`src/sv/assert_macros.svh`:
```
// Assertion macros used by the trace ring back end
`ifndef ASSERT_MACROS_SVH
`define ASSERT_MACROS_SVH

// Property must hold at every clock edge outside reset
`define ASSERT_ALWAYS(lbl, clk, rst, prop, msg) \
  lbl: assert property (@(posedge clk) disable iff (rst) (prop)) else $error(msg);

// Condition must never be seen outside reset
`define ASSERT_NEVER(lbl, clk, rst, cond, msg) \
  lbl: assert property (@(posedge clk) disable iff (rst) !(cond)) else $error(msg);

`endif

```
`src/sv/ttr_pkg.sv`:
```
// Types and constants for the timestamped trace ring
package ttr_pkg;

  localparam int DEFAULT_RING_DEPTH = 16384;
  localparam int CMD_Q_DEPTH        = 4;
  localparam int RES_Q_DEPTH        = 2;
  localparam int TICK_W             = 64;
  localparam int TICK_DIGITS        = 20;

  localparam logic [7:0] CH_LBRACK = 8'h5B;
  localparam logic [7:0] CH_RBRACK = 8'h5D;
  localparam logic [7:0] CH_SPACE  = 8'h20;
  localparam logic [7:0] CH_ZERO   = 8'h30;
  localparam logic [7:0] CH_LF     = 8'h0A;
  localparam logic [7:0] CH_CR     = 8'h0D;

  typedef struct packed {
    logic              is_read;
    logic              is_eol;
    logic [7:0]        char_byte;
    logic [TICK_W-1:0] tick_now;
    logic [14:0]       window_size;
    logic [13:0]       read_index;
  } cmd_t;

  typedef struct packed {
    logic [7:0]  data_byte;
    logic        in_range;
    logic [14:0] copy_length;
    logic        status;
  } result_t;

endpackage

```
`src/sv/ttr_front.sv`:
```
// Front end: accepts requests, classifies them and queues them for the back end
module ttr_front (
  input  logic           clk,
  input  logic           rst,
  input  logic           push,
  output logic           full,
  input  logic           kind,
  input  logic [7:0]     char_byte,
  input  logic [63:0]    tick_now,
  input  logic [14:0]    window_size,
  input  logic [13:0]    read_index,
  output logic           cmd_valid,
  input  logic           cmd_ready,
  output ttr_pkg::cmd_t  cmd
);
  import ttr_pkg::*;

  localparam int QPW = $clog2(CMD_Q_DEPTH);

  cmd_t           q [CMD_Q_DEPTH];
  logic [QPW-1:0] wr_ptr;
  logic [QPW-1:0] rd_ptr;
  logic [QPW:0]   count;
  cmd_t           incoming;
  logic           do_push;
  logic           do_pop;

  always_comb begin
    incoming.is_read     = kind;
    incoming.is_eol      = (char_byte == CH_LF) || (char_byte == CH_CR);
    incoming.char_byte   = char_byte;
    incoming.tick_now    = tick_now;
    incoming.window_size = window_size;
    incoming.read_index  = read_index;
  end

  assign full      = (count == (QPW+1)'(CMD_Q_DEPTH));
  assign cmd_valid = (count != '0);
  assign cmd       = q[rd_ptr];
  assign do_push   = push && !full;
  assign do_pop    = cmd_valid && cmd_ready;

  always_ff @(posedge clk) begin
    if (do_push) begin
      q[wr_ptr] <= incoming;
    end
  end

  always_ff @(posedge clk) begin
    if (rst) begin
      wr_ptr <= '0;
      rd_ptr <= '0;
      count  <= '0;
    end else begin
      if (do_push) wr_ptr <= wr_ptr + 1'b1;
      if (do_pop) rd_ptr <= rd_ptr + 1'b1;
      count <= count + (QPW+1)'(do_push) - (QPW+1)'(do_pop);
    end
  end

endmodule

```
`config.mk`:
```
export PLATFORM = sky130hd
export DESIGN_NAME = ttr_front
export DESIGN_NICKNAME = d
export VERILOG_FILES = /design/src/sv/assert_macros.svh /design/src/sv/ttr_pkg.sv /design/src/sv/ttr_front.sv
export SDC_FILE = /design/constraint.sdc
export NUM_CORES = 1
export LEC_CHECK = 0
export BUFFER_PORTS_ARGS = -buffer_cell sky130_fd_sc_hd__buf_4
export CAP_MARGIN = 20
export CORE_UTILIZATION = 40
export CTS_CLUSTER_DIAMETER = 40
export DETAILED_ROUTE_END_ITERATION = 7
export GPL_ROUTABILITY_DRIVEN = 1
export HOLD_SLACK_MARGIN = 0.08
export PLACE_DENSITY = 0.58
export SYNTH_ARGS = -nofsm -noshare
export SYNTH_HDL_FRONTEND = slang
export SYNTH_SLANG_ARGS = --single-unit
export TNS_END_PERCENT = 50
```
`constraint.sdc`:
```
create_clock -name clk -period 10.3 [get_ports clk]
set_input_delay 1.03 -clock clk [delete_from_list [all_inputs] [get_ports clk]]
set_output_delay 1.03 -clock clk [all_outputs]
set_load 0.02 [all_outputs]
```
# Word-level counts from Yosys, hierarchy flattened

Memory sizes are Yosys's and may differ from the RTL's. A register that Yosys moved wholly into a read port is not among the register bits.
Cells that the tools add are included.

$add $sub $neg: 4
Eq/ne operators: 3
Multiplexer cells: 4
Reduce and logical (&&, ||, !) cells: 5

Operators with widths:

| kind                | count |
|---|---|
| $eq 8x4->1 const B  | 2 |
| $add 2x1->2 const B | 2 |
| $mux 2              | 2 |
| $add 3x1->3         | 1 |
| $eq 3x3->1 const B  | 1 |
| $reduce_bool 3->1   | 1 |
| $sub 3x1->3         | 1 |
| $logic_and 1x1->1   | 2 |
| $mux 1              | 2 |
| $logic_not 1->1     | 1 |
| $logic_or 1x1->1    | 1 |

Register bits: 7
Memory bits (writable): 412
Bits of input ports: 106
Output and inout bits: 105
Word-level logic and storage cells: 20
Memories: 1

Memory list:

| memory | depth | width | rd ports | clocked after Yosys merged registers in | wr ports | RTL line        | text |
|---|---|---|---|---|---|---|---|
| q      | 4     | 103   | 1        | 1                                       | 1        | ttr_front.sv:20 | `cmd_t q [CMD_Q_DEPTH];` |

# Depth between registers and ports, before layout

Gate-level depths: netlist of the first run.

Depth after elaboration: 5
Depth in mapped cells: 11
Depth with buffers taken out: 11

# Worst setup path after synthesis of the first run

OpenSTA, ideal clock, no wires.

Path kind: input-to-reg
From: input port push
To: memory q[0][0] in the netlist's numbering, enable pin
Library setup time: 0.474 ns
Arrival: 3.738 ns
Required time: 9.826 ns
Setup slack: 6.089 ns
Stages on the path: 3
Path buffers: 0
Cell sequence: inv_1 -> nor2_1 -> and2_1

Cells in the longest elaborated chain, start to end: 3

Ends and longest elaborated chain:

| what                         | RTL line        | text |
|---|---|---|
| from (decl)                  | ttr_front.sv:5  | `input logic push,` |
| $logic_and 1x1->1            | ttr_front.sv:40 | `assign do_push = push && !full;` |
| $mux 1                       | ttr_front.sv:44 | `if (do_push) begin` |
| $mux 1 (not written as such) | ttr_front.sv:45 | `q[wr_ptr] <= incoming;` |
| to (decl)                    | ttr_front.sv:20 |  |

No other way between the ends.

==> results.tsv, run 1 <==
metric	value	unit
switchingPower	1.47	mW
yosys.area.top_type	edfxtp_1	
grt_usage	0.157	
cp_data_required_time	9.27	ns
p_leak	6.51	nW
finalSetupViolCount	0	
crit_path_max_fanout	41	
synth_seq_area_share	0.814	
grt_pass1_wl	45800	um
power_frac_comb	0.241	
end_kind	output pin	
port_buffers	210	
synth.ff_latch_count	421	
cts-root-buf	clkbuf_16	
viasPerCell	5.05	
stdcell_count	1399	
ys.warnings.count	0	
clk_latency	0.59	ns
slowest_delay	0.65	ns
drc	0	
min_period	4.45	ns
coreArea	37800	um^2
crit_top_cell	buf_4	
final_common_cell	edfxtp_1	
maxCapViolCount	0	
pin_count	211	
clk_pin_slew	0.06	ns
wire_per_inst	21.4	um
seq_power_share	0.412	
layout_common_cells	edfxtp_1, buf_4, mux4_2, clkbuf_16, clkinvlp_4	
cts_num_sinks	421	
critical-path-top-delay-family	buffers and inverters	
vdd_ir_drop_max	0.000189	V
synth_edf_count	412	
diodes	0	
cts_hold_buf	0	
synth_nets	705	
synth_area	15400	um^2
yosysTopAreaCellShare	0.802	
cts_tree	built	
crit_type	register to output pin	
initial_core_util	0.408	
finalMaxSlewViolations	0	
vias	7059	
async_flop_share	0	
dp_hpwl	17900	um
h-tree-depth	2	
grt.overflow.total	0	
fillerInstances	3035	
cellInternalPower	3.76	mW
antenna_left	0	
dieHeight	198	um
dpl_worst_slack	6.03	ns
syn_avg_cell_area	26.1	um^2
drive_above_1_share	0.472	
critPathBufInv	4	
grt_pass1_vias	7930	
path_cells	buf_4 -> buf_4 -> buf_16 -> mux4_2 -> buf_4	
finalSetupTns	0	ns
finClkSkew	0.0264	ns
p_per_area	270	nW/um^2
period_share	0.432	
rsz0062_at_grt	no	
hold_class	register to register	
antenna_found_initial	0	
place.gp.congestion	0.737	
place_inst	1296	
startpoint_type	register	
syn_inst	592	
postCtsSetupBuffers	0	
drt-pass1-iter-count	4	
synth.distinct_cells	30	
cts_resized	0	
worstMarginPinSlew	0.940	ns
fin_area	19400	um^2
cts_buffers	54	
clock_power_share	0.347	
fmax	225	MHz
grt_start_max_net_pins	72	
drtIter0Drc	286	
die_w	198	um
worst_slack	5.85	ns
layout.nets	959	
slew_headroom	0.374	
swShare	0.281	
status	finished clean	
clockBufferDepth	3	
synthTopCellsByArea	edfxtp_1, mux4_2, dfxtp_1	
placed_cell_area	17500	um^2
critPathArrivalTime	3.42	ns
num_rows	71	
slowest_stage	dfxtp_4	
fp.dieArea	39400	um^2
ys.flop_type	edfxtp_1	
area_growth	25.7	%
hold_viol_final	0	
finalWirelength	30000	um
==> cell families (layout without fill, tap and decap cells) <==
family                     count (synthesis)  in the layout  synth area share
AOI/OAI and AO/OA                          5              5           0.00219
and+or+nand+nor                           22             22           0.00779
xor gates and xnor gates                   3              3           0.00170
buffers and inverters                     30            326            0.0176
DFF                                      421            421             0.814
muxes                                    104            104             0.151
adders and majority gates                  7              7           0.00616
==> Yosys cell counts, types with 2 or more instances <==
| cell | n |
|---|---|
| edfxtp_1 | 412 |
| mux4_2 | 103 |
| dfxtp_1 | 9 |
| buf_12 | 8 |
| buf_2 | 8 |
| ha_1 | 6 |
| inv_1 | 6 |
| nor2_1 | 6 |
| and2_1 | 5 |
| buf_1 | 3 |
| buf_4 | 3 |
| nand2b_1 | 3 |
| or3_1 | 2 |
| xor2_1 | 2 |
==> worst register-to-register path: stages (launching register included) <==
cell	delay, ns
dfxtp_1	0.44
nor3b_1	0.14
nor2_1	0.34
and2_4	0.57
buf_4	0.55
buf_16	0.32
==> state kept, by name, summed over array words and instances (netlist names), named ones only <==
register	cells
count	3
q	412
rd_ptr	2
wr_ptr	2
==> power by group through the flow <==
stage	Sequential (mW)	Clock [mW]	Combinational [mW]
2_1_floorplan	2.16	0	0.860
3_3_place_gp	2.19	0	1.25
3_5_place_dp	2.20	0	1.27
4_1_cts	2.16	1.86	1.27
5_1_grt	2.18	1.92	1.35
6_report	2.16	1.81	1.26
==> layer usage <==
layer / up-vias / GRT usage / share of wire
li1: 3064 / - / -
met1: 3713 / 0.196 / 0.41
met2: 228 / 0.254 / 0.48
met3: 54 / 0.0543 / 0.088
met4: 0 / 0.0563 / 0.022
met5: - / 0 / 0
==> through the flow <==
| step | total power [mW] | hold slack, ns | util |
|---|---|---|---|
| after floorplan | 3.02 | 0.482 | - |
| after global placement | 3.44 | 0.493 | 0.462 |
| after detailed placement | 3.47 | 0.510 | 0.462 |
| after CTS | 5.29 | 0.532 | 0.509 |
| after global routing | 5.44 | 0.568 | 0.512 |
| final | 5.23 | 0.527 | 0.512 |
==> worst paths after layout <==
check,from,endpoint,slack [ns],cells past startpoint
max,register,cmd[51],5.85,5
min reg2reg,rd_ptr[1],rd_ptr[1],0.53,2
max reg2reg,count[1],q[2][101],7.54,5
min,rd_ptr[1],rd_ptr[1],0.53,2
==> area by class of cell <==
type                            count  area [um^2]  area share
Sequential cell                   421        12600       0.648
Clock buffer                       58         1390      0.0716
Tap cell                          511          639      0.0330
Multi-Input combinational cell    141         2620       0.135
Inverter                            6         22.5     0.00116
Timing Repair Buffer              222         1770      0.0911
Clock inverter                     40          397      0.0205
No activity file was read; power rests on OpenSTA's default activity.
==> inputs of run 2 (changes only) <==
--- a/config.mk
+++ b/config.mk
@@ -12,7 +12,7 @@
 export DETAILED_ROUTE_END_ITERATION = 7
 export GPL_ROUTABILITY_DRIVEN = 1
 export HOLD_SLACK_MARGIN = 0.08
-export PLACE_DENSITY = 0.58
+export PLACE_DENSITY = 0.6
 export SYNTH_ARGS = -nofsm -noshare
 export SYNTH_HDL_FRONTEND = slang
 export SYNTH_SLANG_ARGS = --single-unit
==> constraint.sdc (replaced) <==
create_clock -name clk -period 3.95 [get_ports clk]
set_input_delay 0.395 -clock clk [delete_from_list [all_inputs] [get_ports clk]]
set_output_delay 0.395 -clock clk [all_outputs]
set_load 0.02 [all_outputs]
==> run 2 against run 1 <==
Net effect: clock power rose to 2.8 times the previous value; critical path depth decreased by 2; non-clock buffer count is 104 higher.
==> results.tsv, run 2 (synthesis gave the netlist of run 1 again) <==
metric	value	unit	change
viasPerCell	4.82		-4.5%
hold_class	primary input to register		
critical-path-top-delay-family	flip-flops		
min_period	3.01	ns	
clockBufferDepth	3		unchanged
hold_viol_final	0		unchanged
slew_headroom	0.465		+0.0914
critPathArrivalTime	2.62	ns	-0.80 ns
slowest_stage	dfxtp_4		
vdd_ir_drop_max	0.000448	V	+140%
maxCapViolCount	0		unchanged
worstMarginPinSlew	0.803	ns	-0.137 ns
slowest_delay	0.88	ns	+0.23 ns
grt.overflow.total	0		unchanged
layout.nets	1069		+11%
antenna_left	0		unchanged
p_leak	7.01	nW	+7.8%
rsz0062_at_grt	no		
fillerInstances	2929		-3.5%
num_rows	71		unchanged
final_common_cell	edfxtp_1		
cts_tree	built		
top_regs	q x412, count x3		
grt_pass1_vias	8005		+0.95%
grt_start_max_net_pins	104		+44%
path_cells	buf_4 -> mux4_2 -> buf_4		
period_share	0.763		
cts_num_sinks	421		unchanged
drtIter0Drc	317		+11%
cts_resized	0		unchanged
port_buffers	210		unchanged
r2r-start	count[1]		
finalWirelength	30200	um	+0.62%
finalSetupViolCount	0		unchanged
cts_buffers	60		+11%
vias	7327		+3.8%
initial_core_util	0.408		unchanged
area_growth	33.5	%	
finalSetupTns	0	ns	unchanged
drc	0		unchanged
fp.dieArea	39400	um^2	unchanged
p_total	14.1	mW	+170%
drive_above_1_share	0.432		-0.0399
cts-root-buf	clkbuf_16		
critPathBufInv	2		-2
fmax	332	MHz	
antenna_found_initial	2		+2
end_kind	output pin		
hp-start	push		
grt_usage	0.156		-0.000921
crit_path_max_fanout	35		-15%
layout_common_cells	edfxtp_1, buf_4, mux4_2, dlygate4sd3_1, clkbuf_16		
crit_type	register to output pin		
crit_top_cell	buf_4		
place.gp.congestion	0.679		-7.9%
dp_hpwl	16400	um	-8.4%
wire_per_inst	19.8	um	-7.4%
pin_count	211		unchanged
cp_data_required_time	3.56	ns	-5.71 ns
clk_pin_slew	0.06	ns	about the same
finalMaxSlewViolations	0		unchanged
p_per_area	684	nW/um^2	+150%
coreArea	37800	um^2	unchanged
clk_latency	0.60	ns	about the same
dieHeight	198	um	unchanged
grt_pass1_wl	45700	um	-0.15%
finClkSkew	0.00902	ns	-0.0174 ns
startpoint_type	register		
largest_reg_flops	412		unchanged
postCtsSetupBuffers	0		unchanged
drt-pass1-iter-count	4		unchanged
status	finished clean		
die_w	198	um	unchanged
h-tree-depth	2		unchanged
max_flop_register	q		
-- run 2: cell type report --
type                            count  area, um^2  share of cell area
Antenna cell                        2        5.00            0.000243
Clock buffer                       64        1540              0.0747
Clock inverter                     49         422              0.0205
Inverter                            6        22.5             0.00109
Multi-Input combinational cell    141        2620               0.127
Sequential cell                   421       12600               0.610
Tap cell                          511         639              0.0310
Timing Repair Buffer              326        2790               0.136
-- run 2: metal layers --
layer | global-route usage | part of all wire
met3 | 0.0456 | 0.070
met4 | 0.0597 | 0.022
met5 | 0 | 0
met2 | 0.246 | 0.48
met1 | 0.204 | 0.43
-- run 2: worst paths after layout --
check / end / slack [ns] / cells after the start
worst max-delay path: cmd[48] / 0.94 / 3
worst max register to register: count[2] / 1.48 / 11
worst min-delay path: wr_ptr[0] / 0.18 / 4
worst min register to register: wr_ptr[1] / 0.51 / 2
-- run 2: per-stage QoR --
step	instance area, um^2	utilization	hold slack (ns)	worst slack [ns]	cells
2_1_floorplan	15400	-	0.482	0.212	592
3_3_place_gp	17600	0.465	0.501	1.45	1302
3_5_place_dp	17600	0.465	0.512	1.45	1302
4_1_cts	20600	0.544	0.142	0.796	1518
5_1_grt	20600	0.544	0.168	0.724	1519
6_report	20600	0.544	0.180	0.938	1520
-- run 2: repair_timing --
action	in CTS	in global routing
setup endpoints to repair	0	0
hold buffers	103	0
hold endpoints to repair	416	0
-- run 2: worst reg2reg max path: stages (launching register included) --
cell and delay, ns:
dfxtp_1 0.44, nor3b_1 0.12, nor2_1 0.38, inv_1 0.09
ha_1 0.30, inv_1 0.06, ha_1 0.13, inv_1 0.05
fa_1 0.39, xor2_1 0.16, and2_1 0.16, nor3_1 0.11
-- run 2: power by group --
group,switching [mW],leakage [nW],total (mW),internal (mW)
combinational,1.76,2.23,3.38,1.62
sequential,0.202,3.85,5.62,5.42
clock,2.07,0.935,5.09,3.02
