==> config.mk <==
export PLATFORM = sky130hd
export DESIGN_NAME = ttr_result_q
export DESIGN_NICKNAME = d
export VERILOG_FILES = /design/src/sv/assert_macros.svh /design/src/sv/ttr_pkg.sv /design/src/sv/ttr_result_q.sv
export SDC_FILE = /design/constraint.sdc
export NUM_CORES = 1
export LEC_CHECK = 0
export BUFFER_PORTS_ARGS = -buffer_cell sky130_fd_sc_hd__buf_2
export CAP_MARGIN = 20
export CORE_MARGIN = 8
export CORE_UTILIZATION = 54
export DETAILED_ROUTE_END_ITERATION = 16
export PLACE_DENSITY = 0.84
export SKIP_LAST_GASP = 1
export SYNTH_ARGS = -nofsm -noshare
export SYNTH_HDL_FRONTEND = slang
export SYNTH_SLANG_ARGS = --single-unit
export TNS_END_PERCENT = 100
==> constraint.sdc <==
create_clock -name clk -period 6.2 [get_ports clk]
set_input_delay 1.55 -clock clk [delete_from_list [all_inputs] [get_ports clk]]
set_output_delay 1.55 -clock clk [all_outputs]
set_load 0.005 [all_outputs]
==> src/sv/assert_macros.svh <==
// Assertion macros used by the trace ring back end
`ifndef ASSERT_MACROS_SVH
`define ASSERT_MACROS_SVH

// Property must hold at every clock edge outside reset
`define ASSERT_ALWAYS(lbl, clk, rst, prop, msg) \
  lbl: assert property (@(posedge clk) disable iff (rst) (prop)) else $error(msg);

// Condition must never be seen outside reset
`define ASSERT_NEVER(lbl, clk, rst, cond, msg) \
  lbl: assert property (@(posedge clk) disable iff (rst) !(cond)) else $error(msg);

`endif

==> src/sv/ttr_pkg.sv <==
// Types and constants for the timestamped trace ring
package ttr_pkg;

  localparam int DEFAULT_RING_DEPTH = 16384;
  localparam int CMD_Q_DEPTH        = 4;
  localparam int RES_Q_DEPTH        = 2;
  localparam int TICK_W             = 64;
  localparam int TICK_DIGITS        = 20;

  localparam logic [7:0] CH_LBRACK = 8'h5B;
  localparam logic [7:0] CH_RBRACK = 8'h5D;
  localparam logic [7:0] CH_SPACE  = 8'h20;
  localparam logic [7:0] CH_ZERO   = 8'h30;
  localparam logic [7:0] CH_LF     = 8'h0A;
  localparam logic [7:0] CH_CR     = 8'h0D;

  typedef struct packed {
    logic              is_read;
    logic              is_eol;
    logic [7:0]        char_byte;
    logic [TICK_W-1:0] tick_now;
    logic [14:0]       window_size;
    logic [13:0]       read_index;
  } cmd_t;

  typedef struct packed {
    logic [7:0]  data_byte;
    logic        in_range;
    logic [14:0] copy_length;
    logic        status;
  } result_t;

endpackage

==> src/sv/ttr_result_q.sv <==
// Result queue toward the consumer
module ttr_result_q (
  input  logic              clk,
  input  logic              rst,
  input  logic              res_valid,
  output logic              res_ready,
  input  ttr_pkg::result_t  res,
  output logic              empty,
  input  logic              pop,
  output ttr_pkg::result_t  head
);
  import ttr_pkg::*;

  localparam int QPW = $clog2(RES_Q_DEPTH);

  result_t        q [RES_Q_DEPTH];
  logic [QPW-1:0] wr_ptr;
  logic [QPW-1:0] rd_ptr;
  logic [QPW:0]   count;
  logic           do_push;
  logic           do_pop;

  assign res_ready = (count != (QPW+1)'(RES_Q_DEPTH));
  assign empty     = (count == '0);
  assign head      = q[rd_ptr];
  assign do_push   = res_valid && res_ready;
  assign do_pop    = pop && !empty;

  always_ff @(posedge clk) begin
    if (do_push) begin
      q[wr_ptr] <= res;
    end
  end

  always_ff @(posedge clk) begin
    if (rst) begin
      wr_ptr <= '0;
      rd_ptr <= '0;
      count  <= '0;
    end else begin
      if (do_push) wr_ptr <= wr_ptr + 1'b1;
      if (do_pop) rd_ptr <= rd_ptr + 1'b1;
      count <= count + (QPW+1)'(do_push) - (QPW+1)'(do_pop);
    end
  end

endmodule

---- Word level (Yosys, flattened, before mapping) ----
Memories as Yosys holds them, arrays and structs flattened. A register that Yosys moved wholly into a read port is not among the register bits.
Index checks and enable logic that the tools add are counted.
word-level totals
  bits in registers ....................... 4
  RAM bits ................................ 50
  output and inout port bits .............. 27
  word-level logic and storage cells ...... 17
  memories kept ........................... 1
cells by class
  $add $sub $neg .......................... 4
  eq/ne operators ......................... 1
  mux-type cells .......................... 4
  reductions and logical operators ........ 4
memories
  memory  words  width  read ports  clocked after memory_dff  write ports  line                text
  q       2      25     1           1                         1            ttr_result_q.sv:16  result_t q [RES_Q_DEPTH];
operator list
  operator               number
  $mux W1                4
  $add A1 B1 Y1 const B  2
  $add A2 B1 Y2          1
  $logic_and A1 B1 Y1    2
  $logic_not A2 Y1       1
  $ne A2 B2 Y1 const B   1
  $sub A2 B1 Y2          1
  $logic_not A1 Y1       1

---- Longest topological paths before layout ----
Gate-level depths: netlist (run 1).
  depth after elaboration ................. 5
  depth in mapped cells ................... 8

---- Least setup slack after synthesis (run 1) ----
OpenSTA, ideal clock, no wires.
  path kind ............................... input port to flip-flop
  start point ............................. input port res_valid
  end point ............................... memory q[0][0] (netlist bit) (enable)
  library setup time ...................... 0.407 ns
  arrival ................................. 2.681 ns
  data required time ...................... 5.793 ns
  setup slack ............................. 3.113 ns
  stages .................................. 2
  buffers on the path ..................... 0
  path through ............................ nand2_2 nor2_1
on the way
  longest elaborated chain between the ends .. 3
ends and longest elaborated chain
  item                           line                text
  start: declaration             ttr_result_q.sv:5   input logic res_valid,
  $logic_and A1 B1 Y1            ttr_result_q.sv:26  assign do_push = res_valid && res_ready;
  $mux W1                        ttr_result_q.sv:30  if (do_push) begin
  $mux W1 (not written as such)  ttr_result_q.sv:31  q[wr_ptr] <= res;
  end: declaration               ttr_result_q.sv:16
No other way between the ends.

==> flow_summary.ini, run 1 <==
[setup_path]
crit_path_max_incr_delay_ps = 390
worstRegToRegCells = 8
reg2reg_from = count[0]
path_class = register to output port
reg2reg_to = count[1]
critPathRequiredTime_ps = 4650
path_buf_inv = 2
arrival_ps = 1520
critPathTopFamily = buffers and inverters
crit_chain = buf_4 > mux2_2 > buf_2
critical-path-slowest-cell = mux2_2
startpoint_type = register
crit_path_max_fanout = 25
end_kind = output port
regToRegSetupSlack_ps = 4500

[synthesis]
synth_fa_ha_area_share_pct = 1.16
post_synth_num_cell_types = 18
yosys.area_share.simple_pct = 3.37
synth_area_leaders = edfxtp_1 (70%), mux2_4 (15%), dfxtp_1 (4.7%)
synthMuxAreaShare_pct = 17.3
syn_avg_cell_area_um2 = 20.9
synth-seq-cells = 55
synth.largest_area_cell = edfxtp_1
synth_top_family_by_area = multiplexers
synth_top_area_share_pct = 69.8
syn_inst = 103
yosys.area_share.xor_xnor_pct = 0.814
netlist_area_um2 = 2150
synth_warnings = 0
synth_compound_area_share_pct = 0.349
ys_seq_area_share_pct = 74.5
synth_fp_nets = 134

[drt]
wl_per_cell_um = 16.5
drc = 0
routed_wl_um = 3560
vias = 1066
dr.pass1.iters = 4
vias_per_cell = 4.94
drtAntennaViolNets = 0
drt_first_iter_violations = 86

[floorplan]
rows = 23
coreArea_um2 = 3910
die-area_um2 = 6260
pin_count = 56
dieWidth_um = 79.1
die_y_um = 79.1
initial_utilization_pct = 55.0

[power_and_ir_drop]
seq_power_share_pct = 50.0
p_leak_nw = 1.03
p_switching_w = 0.000269
swShare_pct = 26.8
p_per_area_nw_per_um2 = 389
clkPwrFrac_pct = 18.5
power_frac_comb_pct = 31.5
vdd_drop_max_uv = 222
p_int_w = 0.000734

[worst_hold_path]
hold_path_class = register to register
holdCritStartpoint = rd_ptr
hold_depth = 2

[layout]
diodes = 0
drive_gt1_share_pct = 57.8
multi_input_area_um2 = 497
layout_common_cells = buf_2 (55), edfxtp_1 (50), mux2_4 (21)
final_cells = 216
nFillCells = 296
nNetsFinal = 196
utilization_pct = 65.9
final_common_cell = buf_2
area_delta_synth_final_pct = 19.9
regArea_um2 = 1600

[clock_tree]
cts_resized = 0
postCtsSetupBuffers = 0
cts-buffers-inserted = 5
h-tree-depth = 2
clkTransAtPathRegs_ps = 90
cts_tree = done
clk_root_buffer_cell = clkbuf_8
clock_latency_ps = 310
postCtsHoldBufs = 0
cts_sinks = 55
cts.path.max_buffers = 2

[sta]
slew_headroom_pct = 63.5
setup_tns_ps = 0
finalHoldViolations = 0
fin_crit_ps = 3070
worst_pin_slew_ps = 546
rsz0062_at_grt = no
drv_slew = 0
timing.fmax_ghz = 0.326
finalClockSkew_ps = 6.37
setup_viol = 0
fin_crit_sh_pct = 49.5
fin_ws_ps = 3130

[outcome]
status = complete, no violations

[global_route]
grt_antenna_before_repair = 0
grt_pass1_wl_um = 5380
grt_max_degree = 26
grt.overflow.total = 0
grtUsageTotal_pct = 11.6
first_global_vias = 1124

[place]
place.gp.congestion = 0.707
portBuffers = 55
post-place-ws_ps = 3220
hpwl_um = 2680
dp_cells = 207

[job]
drv_cap = 0
## synthesized netlist by cell type, drive strengths merged
cell / number
and2: 1
nor3: 1
inv: 1
ha: 2
edfxtp: 50
nand2b: 1
o21a: 1
nor2: 6
nand2: 1
xor2: 1
and3: 1
and2b: 2
xnor2: 1
buf: 3
mux2: 26
dfxtp: 5
## flip-flops by register name (all words and copies together), names as in the netlist, named ones only
register / cells
count: 2
q: 50
rd_ptr: 1
wr_ptr: 1
## cell type report
type,instances,area share (%)
tap,50,2.43
timing repair buffer,58,12.6
multi-input combinational,44,19.3
clock inverter,3,0.776
inverter,1,0.146
sequential,55,62.1
clock buffer,5,2.67
## worst max path at each step
stage | startpoint | to | slack [ps] | cells after the start
2_1_floorplan | res_valid | q[0][0] | 3110 | 2
5_1_grt | register | head[12] | 3060 | 3
3_5_place_dp | res_valid | q[1][23] | 3220 | 2
6_report | register | head[12] | 3130 | 3
4_1_cts | register | head[12] | 3110 | 3
3_3_place_gp | res_valid | q[0][17] | 3170 | 3
## per-stage QoR
stage	instance area, um2	hold slack, ps	total power [W]
after global placement	2450	507	0.000802
after floorplan	2150	481	0.000727
after CTS	2560	545	0.00101
final	2580	535	0.00100
after global routing	2580	588	0.00106
after detailed placement	2470	522	0.000830
## routing by layer
| layer | global-route usage, % | wire (um) | up-vias |
|---|---|---|---|
| met4 | 6.67 | 63 | 0 |
| li1 | - | - | 513 |
| met1 | 11.8 | 1370 | 510 |
| met2 | 18.9 | 1780 | 38 |
| met5 | 0 | 0 | - |
| met3 | 5.64 | 355 | 5 |
## cell families after synthesis
logic type,count (synthesis)
adder cells (fa/ha/maj),2
multiplexers,26
AND/OR/NAND/NOR,13
AO/OA/AOI/OAI,1
XOR/XNOR,2
flip-flops,55
buffers and inverters,4
## worst min-delay path, delay by kind of cell (launching register included)
| family | cells | cell delay (ps) |
|---|---|---|
| flip-flops | 1 | 330 |
| XOR/XNOR | 1 | 90 |
| AND/OR/NAND/NOR | 1 | 80 |
## power groups by stage
stage / clock [W] / combinational [W] / sequential (W)
after floorplan: 0 / 0.000223 / 0.000505
after global placement: 0 / 0.000296 / 0.000506
after detailed placement: 0 / 0.000318 / 0.000511
after CTS: 0.000192 / 0.000320 / 0.000503
after global routing: 0.000207 / 0.000343 / 0.000508
final: 0.000186 / 0.000315 / 0.000502
(Power assumes the default switching activity.)
==> run 2: changes to the inputs <==
--- a/config.mk
+++ b/config.mk
@@ -5,12 +5,13 @@
 export SDC_FILE = /design/constraint.sdc
 export NUM_CORES = 1
 export LEC_CHECK = 0
+export ABC_AREA = 1
 export BUFFER_PORTS_ARGS = -buffer_cell sky130_fd_sc_hd__buf_2
 export CAP_MARGIN = 20
 export CORE_MARGIN = 8
-export CORE_UTILIZATION = 54
+export CORE_UTILIZATION = 47
 export DETAILED_ROUTE_END_ITERATION = 16
-export PLACE_DENSITY = 0.84
+export PLACE_DENSITY = 0.78
 export SKIP_LAST_GASP = 1
 export SYNTH_ARGS = -nofsm -noshare
 export SYNTH_HDL_FRONTEND = slang
==> constraint.sdc (replaced) <==
create_clock -name clk -period 2.63 [get_ports clk]
set_input_delay 0.6575 -clock clk [delete_from_list [all_inputs] [get_ports clk]]
set_output_delay 0.6575 -clock clk [all_outputs]
set_load 0.005 [all_outputs]
==> run 2 against run 1 <==
Against the previous run: count of clock-buffer cells in the layout up 1; sequential power up 130%; sequential share of layout area up 0.18 points; die area up 12%; largest power group unchanged.
==> flow_summary.ini, run 2 <==
[drt]
drc = 0
drt_first_iter_violations = 84
vias_per_cell = 4.96
dr.pass1.iters = 5
routed_wl_um = 3850
vias = 1150
wl_per_cell_um = 16.6
drtAntennaViolNets = 0

[floorplan]
die_y_um = 83.7
dieWidth_um = 83.7
initial_utilization_pct = 49.2
pin_count = 56
rows = 24
die-area_um2 = 7010
coreArea_um2 = 4380

[layout]
top_register = q
diodes = 0
largest_register_ffs = 50
nFillCells = 344
multi_input_area_um2 = 473
nNetsFinal = 210
largestRegisters = q (50), count (2)
regArea_um2 = 1600
utilization_pct = 58.6
final_common_cell = buf_2
drive_gt1_share_pct = 50.0
area_delta_synth_final_pct = 19.2
final_cells = 232
layout_common_cells = buf_2 (55), edfxtp_1 (50), mux2_4 (20)

[synthesis]
netlist_area_um2 = 2160
synth_area_leaders = edfxtp_1 (70%), mux2_4 (14%), dfxtp_1 (4.6%)
synth_top_area_share_pct = 69.6
syn_avg_cell_area_um2 = 18.6
synth_ff_type = edfxtp_1
synth.largest_area_cell = edfxtp_1
synth_fp_nets = 147
synth-async-reset-ratio_pct = 0
synth_edf_count = 50
synth-seq-cells = 55
synthTopCellsByCount = edfxtp_1 (50), mux2_4 (20), inv_1 (9), nor2_1 (9), nand2_1 (8)
post_synth_num_cell_types = 12
syn_inst = 116
synth_warnings = 0
yosysMostFrequentCell = edfxtp_1
ys_seq_area_share_pct = 74.2

[place]
portBuffers = 55
dp_cells = 224
hpwl_um = 2890
place.gp.congestion = 0.683

[clock_tree]
cts.path.max_buffers = 2
cts_sinks = 55
cts_resized = 0
postCtsHoldBufs = 0
clock_latency_ps = 290
postCtsSetupBuffers = 0
clk_root_buffer_cell = clkbuf_8
cts-buffers-inserted = 5
clkTransAtPathRegs_ps = 80
h-tree-depth = 2
cts_tree = done

[global_route]
grtUsageTotal_pct = 10.9
grt.overflow.total = 0
first_global_vias = 1238
grt_max_degree = 26
grt_antenna_before_repair = 0
grt_pass1_wl_um = 6040

[setup_path]
reg2reg_to = count[1]
regToRegSetupSlack_ps = 1020
startpoint_type = register
reg2reg_from = count[0]
worstRegToRegCells = 10
crit_path_max_fanout = 25
cp-endpoint = head[13]
end_kind = output port
arrival_ps = 1500
critPathRequiredTime_ps = 1970
path_class = register to output port

[worst_hold_path]
hold_path_class = register to register

[power_and_ir_drop]
p_per_area_nw_per_um2 = 867
p_leak_nw = 1.05
vdd_drop_max_uv = 487

[sta]
finalHoldViolations = 0
slew_headroom_pct = 63.5
setup_tns_ps = 0
worst_pin_slew_ps = 547
fin_crit_sh_pct = 82.0
rsz0062_at_grt = no
fin_crit_ps = 2160
drv_slew = 0
timing.fmax_ghz = 0.464
finalClockSkew_ps = 6.64
setup_viol = 0

[job]
drv_cap = 0

[outcome]
status = complete, no violations
run 2: stage by stage:
stage          area, um2  hold slack (ps)  setup WS (ps)  power, W
4_1_cts             2570              519            438   0.00226
2_1_floorplan       2160              467            431   0.00163
5_1_grt             2570              517            376   0.00236
3_3_place_gp        2490              482            791   0.00180
3_5_place_dp        2490              492            768   0.00185
6_report            2570              526            474   0.00223
run 2: cell type report:
| type | count | area share (%) |
|---|---|---|
| Sequential cell | 55 | 62.3 |
| Multi-Input combinational cell | 49 | 18.4 |
| Timing Repair Buffer | 59 | 12.4 |
| Clock buffer | 6 | 2.82 |
| Tap cell | 52 | 2.53 |
| Inverter | 9 | 1.31 |
| Clock inverter | 2 | 0.292 |
run 2: worst min-delay path by stage:
| stage | start | endpoint | slack, ps | cells after the start |
|---|---|---|---|---|
| 3_3_place_gp | rd_ptr | rd_ptr | 480 | 2 |
| 3_5_place_dp | rd_ptr | register | 490 | 2 |
| 4_1_cts | rst | count[0] | 520 | 2 |
| 5_1_grt | rst | count[0] | 520 | 2 |
| 2_1_floorplan | rd_ptr | register | 470 | 2 |
| 6_report | rd_ptr | rd_ptr | 530 | 2 |
run 2: logic make-up after synthesis:
logic type,count (synthesis),share of synthesized area [%]
flip-flops,55,74.2
buffers and inverters,12,3.94
multiplexers,25,16.5
adder cells (fa/ha/maj),2,1.16
AO/OA/AOI/OAI,2,0.464
AND/OR/NAND/NOR,20,3.65
run 2: where the power goes:
group	internal, W	leakage [nW]	switching (W)
combinational	0.000343	0.503	0.000311
sequential	0.00111	0.508	0.0000443
clock	0.000182	0.0403	0.000236
run 2: worst max-delay path: stages (launching register included):
cell and delay [ps]:
dfxtp_1 310, buf_4 380, mux2_2 380, buf_2 130
run 2: metal layers:
layer	global-route usage (%)	vias up	wire length (um)
li1	-	550	-
met1	10.8	559	1540
met2	20.1	36	2040
met3	4.20	5	230
met4	3.77	0	42
met5	0	-	0
